`config.mk`:
```
export PLATFORM = sky130hd
export DESIGN_NAME = sbkc_locate
export DESIGN_NICKNAME = d
export VERILOG_FILES = /design/src/sv/sbkc_locate.sv
export SDC_FILE = /design/constraint.sdc
export NUM_CORES = 1
export LEC_CHECK = 0
export ABC_AREA = 1
export ABC_CLOCK_PERIOD_IN_PS = 19800
export BUFFER_PORTS_ARGS = -buffer_cell sky130_fd_sc_hd__buf_4
export CAP_MARGIN = 0
export CORE_UTILIZATION = 62
export DETAILED_ROUTE_END_ITERATION = 12
export PLACE_DENSITY = 0.93
export SLEW_MARGIN = 20
export SYNTH_ARGS = -nofsm -noshare
export SYNTH_HDL_FRONTEND = slang
export SYNTH_SLANG_ARGS = --single-unit
```
`constraint.sdc`:
```
create_clock -name vclk -period 19.8
set_input_delay 2.97 -clock vclk [all_inputs]
set_output_delay 2.97 -clock vclk [all_outputs]
set_load 0.005 [all_outputs]
```
`src/sv/sbkc_locate.sv`:
```
`default_nettype none

module sbkc_locate #(
    parameter int BUF_WIDTH        = 128,
    parameter int BUF_HEIGHT       = 64,
    parameter int MAX_SPRITE_WIDTH = 64,
    parameter int CC_W             = 6,
    parameter int ADDR_W           = 13
) (
    input  wire logic              i_draw,
    input  wire logic signed [8:0] i_pos_x,
    input  wire logic signed [8:0] i_pos_y,
    input  wire logic [6:0]        i_sprite_width,
    input  wire logic              i_flipped,
    input  wire logic [CC_W-1:0]   i_col_count,
    input  wire logic [8:0]        i_row_count,
    output logic                   o_on_screen,
    output logic [ADDR_W-1:0]      o_addr,
    output logic [CC_W-1:0]        o_col_next,
    output logic [8:0]             o_row_next
);

    logic [9:0]         w_width;
    logic [9:0]         w_cc;
    logic [9:0]         w_cc_inc;
    logic [9:0]         w_offset;
    logic signed [10:0] w_col;
    logic signed [10:0] w_row;
    logic [19:0]        w_lin;

    always_comb begin
        // width zero acts as one, oversize saturates
        if (i_sprite_width == 7'd0) begin
            w_width = 10'd1;
        end else if (32'(i_sprite_width) > MAX_SPRITE_WIDTH) begin
            w_width = 10'(MAX_SPRITE_WIDTH);
        end else begin
            w_width = 10'(i_sprite_width);
        end

        w_cc = (10'(i_col_count) >= w_width) ? (w_width - 10'd1) : 10'(i_col_count);

        if (!i_draw) begin
            w_offset = 10'd0;
        end else if (i_flipped) begin
            w_offset = w_width - 10'd1 - w_cc;
        end else begin
            w_offset = w_cc;
        end

        w_col = 11'(i_pos_x) + $signed({1'b0, w_offset});
        w_row = 11'(i_pos_y) + $signed({2'b00, (i_draw ? i_row_count : 9'd0)});

        o_on_screen = !w_col[10] && (w_col[9:0] < 10'(BUF_WIDTH))
                   && !w_row[10] && (w_row[9:0] < 10'(BUF_HEIGHT));

        w_lin  = 20'(w_row[9:0]) * 20'(BUF_WIDTH) + 20'(w_col[9:0]);
        o_addr = w_lin[ADDR_W-1:0];

        w_cc_inc = w_cc + 10'd1;
        if (w_cc_inc >= w_width) begin
            o_col_next = '0;
            o_row_next = i_row_count + 9'd1;
        end else begin
            o_col_next = w_cc_inc[CC_W-1:0];
            o_row_next = i_row_count;
        end
    end

endmodule

`default_nettype wire

```
==> flow_summary.toml <==
[status]
outcome = "finished, final reports clean"

[floorplanning]
die_h_um = 69.5
dieArea_um2 = 4840
initial_core_util = 0.649
fp.dieW_um = 69.5
core.rowCount = 24
pin_count = 71
core_area_um2 = 4350

[drt]
drt_iter0_drc = 177
drt.antenna.violating_nets = 0
viasPerCell = 5.47
drc = 0
finalWirelength_mm = 7.25
vias = 3155
wl_per_cell_um = 12.6
dr.pass1.iters = 5

[timing]
fin_crit_ns = 11.38
max_slew_margin = 0.719
whs_ns = 6.24
min_period_over_period = 0.575
hold_viol_final = 0
tightestPinTransition_ns = 0.421
setup_tns_ns = 0
fmax_mhz = 87.9
rsz0062_at_grt = "false"
finalSetupViolations = 0
setup_ws_ns = 8.42
finalMaxSlewViolations = 0

[global_routing]
grt_overflow = 0
antenna_found_initial = 0
track_usage = 0.300
grt_max_degree = 18
first_global_vias = 2929
grt_pass1_wl_mm = 12.4

[pwr]
leakage_nw = 2.00
powerDensity_nw_per_um2 = 44.7
p_total_mw = 0.151
ir_drop_mv = 0.0296

[layout]
finalInstanceArea_um2 = 3370
nFlopsAndLatches = 0
syn_to_final_growth_pct = 19.1
antenna_cells = 0
stdcell_count = 577
register_area_um2 = 0
final_util = 0.773
nClkBuffers = 0
layout-drive-gt1-share = 0.230
nets = 617

[hold_path]
min_delay_path_depth = 3
hp-start = "i_pos_x[0]"
hold_end = "o_addr[0]"
min_path_type = "in2out"

[critical_path]
path_buf_inv = 7
crit_family = "simple AND/OR/NAND/NOR gates"
worstPathMaxFanout = 12
endpoint_kind = "primary output"
cp_common_cell = "nand2_1"
cp.required_ns = 16.83
criticalPathCategory = "in2out"
crit_path_max_incr_delay_ns = 0.47
arrival_ns = 8.41
critPathLaunchType = "input port"
crit_slowest_cell = "fa_1"

[yosys]
synth_cells = 459
synth_area_um2 = 2830
syn_nets = 549
ys_seq_area_frac = 0
ys.warnings.count = 0
ys_types = 37
syn_area_per_cell_um2 = 6.16

[placed_design]
portBuffers = 71
place_inst = 577
post_dp_cell_area_um2 = 3370
place.gp.congestion = 0.919
place_ws_ns = 8.45
hpwl_mm = 6.43

[flow_run]
cap_violations = 0

[cts]
cts_hold_buf = 0
post_cts_resized = 0
post_cts_buffers = 0
-- final cells by class --
type,count,area (µm²)
Fill cell,358,987
Tap cell,52,65.1
Timing Repair Buffer,71,533
Multi-Input combinational cell,367,2440
Inverter,87,328
-- synthesized netlist by cell type, types with 4 or more instances --
cell type / number / area (µm²)
a21oi_1: 27 / 135
fa_1: 4 / 80.1
ha_1: 44 / 551
inv_1: 80 / 300
inv_2: 6 / 22.5
nand2_1: 110 / 413
nand2_2: 13 / 81.3
nand2_4: 9 / 101
nand3_1: 28 / 140
nand3_2: 5 / 50.1
nand4_1: 12 / 75.1
nor2_1: 34 / 128
nor3_1: 6 / 30.0
o211ai_1: 4 / 30.0
o21ai_0: 13 / 65.1
xnor2_1: 7 / 61.3
xor2_1: 22 / 193
-- placed cells by master, fill, tap and decap left out --
| cell | n |
|---|---|
| nand2_1 | 110 |
| inv_1 | 80 |
| buf_4 | 71 |
| ha_1 | 44 |
| nor2_1 | 34 |
| nand3_1 | 28 |
| a21oi_1 | 27 |
| xor2_1 | 22 |
| nand2_2 | 13 |
| o21ai_0 | 13 |
| nand4_1 | 12 |
| nand2_4 | 9 |
| xnor2_1 | 7 |
| inv_2 | 6 |
| nor3_1 | 6 |
| nand3_2 | 5 |
| o211ai_1 | 4 |
| fa_1 | 4 |
| nor2_4 | 3 |
| o21bai_1 | 3 |
| nor2_2 | 3 |
| o21ai_1 | 3 |
| nand2_8 | 2 |
| nand3_4 | 2 |
| xor2_2 | 2 |
| nor3_2 | 2 |
| a21o_1 | 2 |
| clkinv_2 | 1 |
| o21bai_4 | 1 |
| or2_1 | 1 |
| nand4_4 | 1 |
| o21a_1 | 1 |
| nand3b_1 | 1 |
| a211oi_1 | 1 |
| a31oi_1 | 1 |
-- worst max path at each step --
stage | from | to | slack, ns | depth (start not counted)
4_1_cts | i_sprite_width[6] | o_addr[11] | 8.45 | 39
5_1_grt | i_sprite_width[6] | o_addr[11] | 7.93 | 39
3_3_place_gp | i_sprite_width[6] | o_addr[11] | 8.65 | 39
2_1_floorplan | i_sprite_width[5] | o_addr[11] | 9.29 | 41
3_5_place_dp | i_sprite_width[6] | o_addr[11] | 8.45 | 39
6_report | i_sprite_width[6] | o_addr[11] | 8.42 | 39
-- cells by family after synthesis --
logic type / count (synthesis) / share of synthesized area
XOR/XNOR: 31 / 0.101
AND/OR/NAND/NOR: 232 / 0.425
adder cells (fa/ha/maj): 48 / 0.223
buffers and inverters: 92 / 0.137
AO/OA/AOI/OAI: 56 / 0.114
-- power by group --
part / internal, mW / leakage, nW / switching [mW]
Sequential: 0 / 0 / 0
Combinational: 0.0674 / 2.00 / 0.0832
Clock: 0 / 0 / 0
Total: 0.0674 / 2.00 / 0.0832
-- routing by layer --
layer / routed length, µm / track usage / up-vias
met4: 113 / 0.0499 / 0
met2: 3720 / 0.572 / 103
met3: 342 / 0.0131 / 14
li1: - / - / 1605
met1: 3070 / 0.374 / 1433
met5: 0 / 0 / -
-- worst min-delay path, cell delays in order --
cell and delay, ns:
buf_4 0.08, ha_1 0.12, buf_4 0.10
No activity file was read; power rests on OpenSTA's default activity.
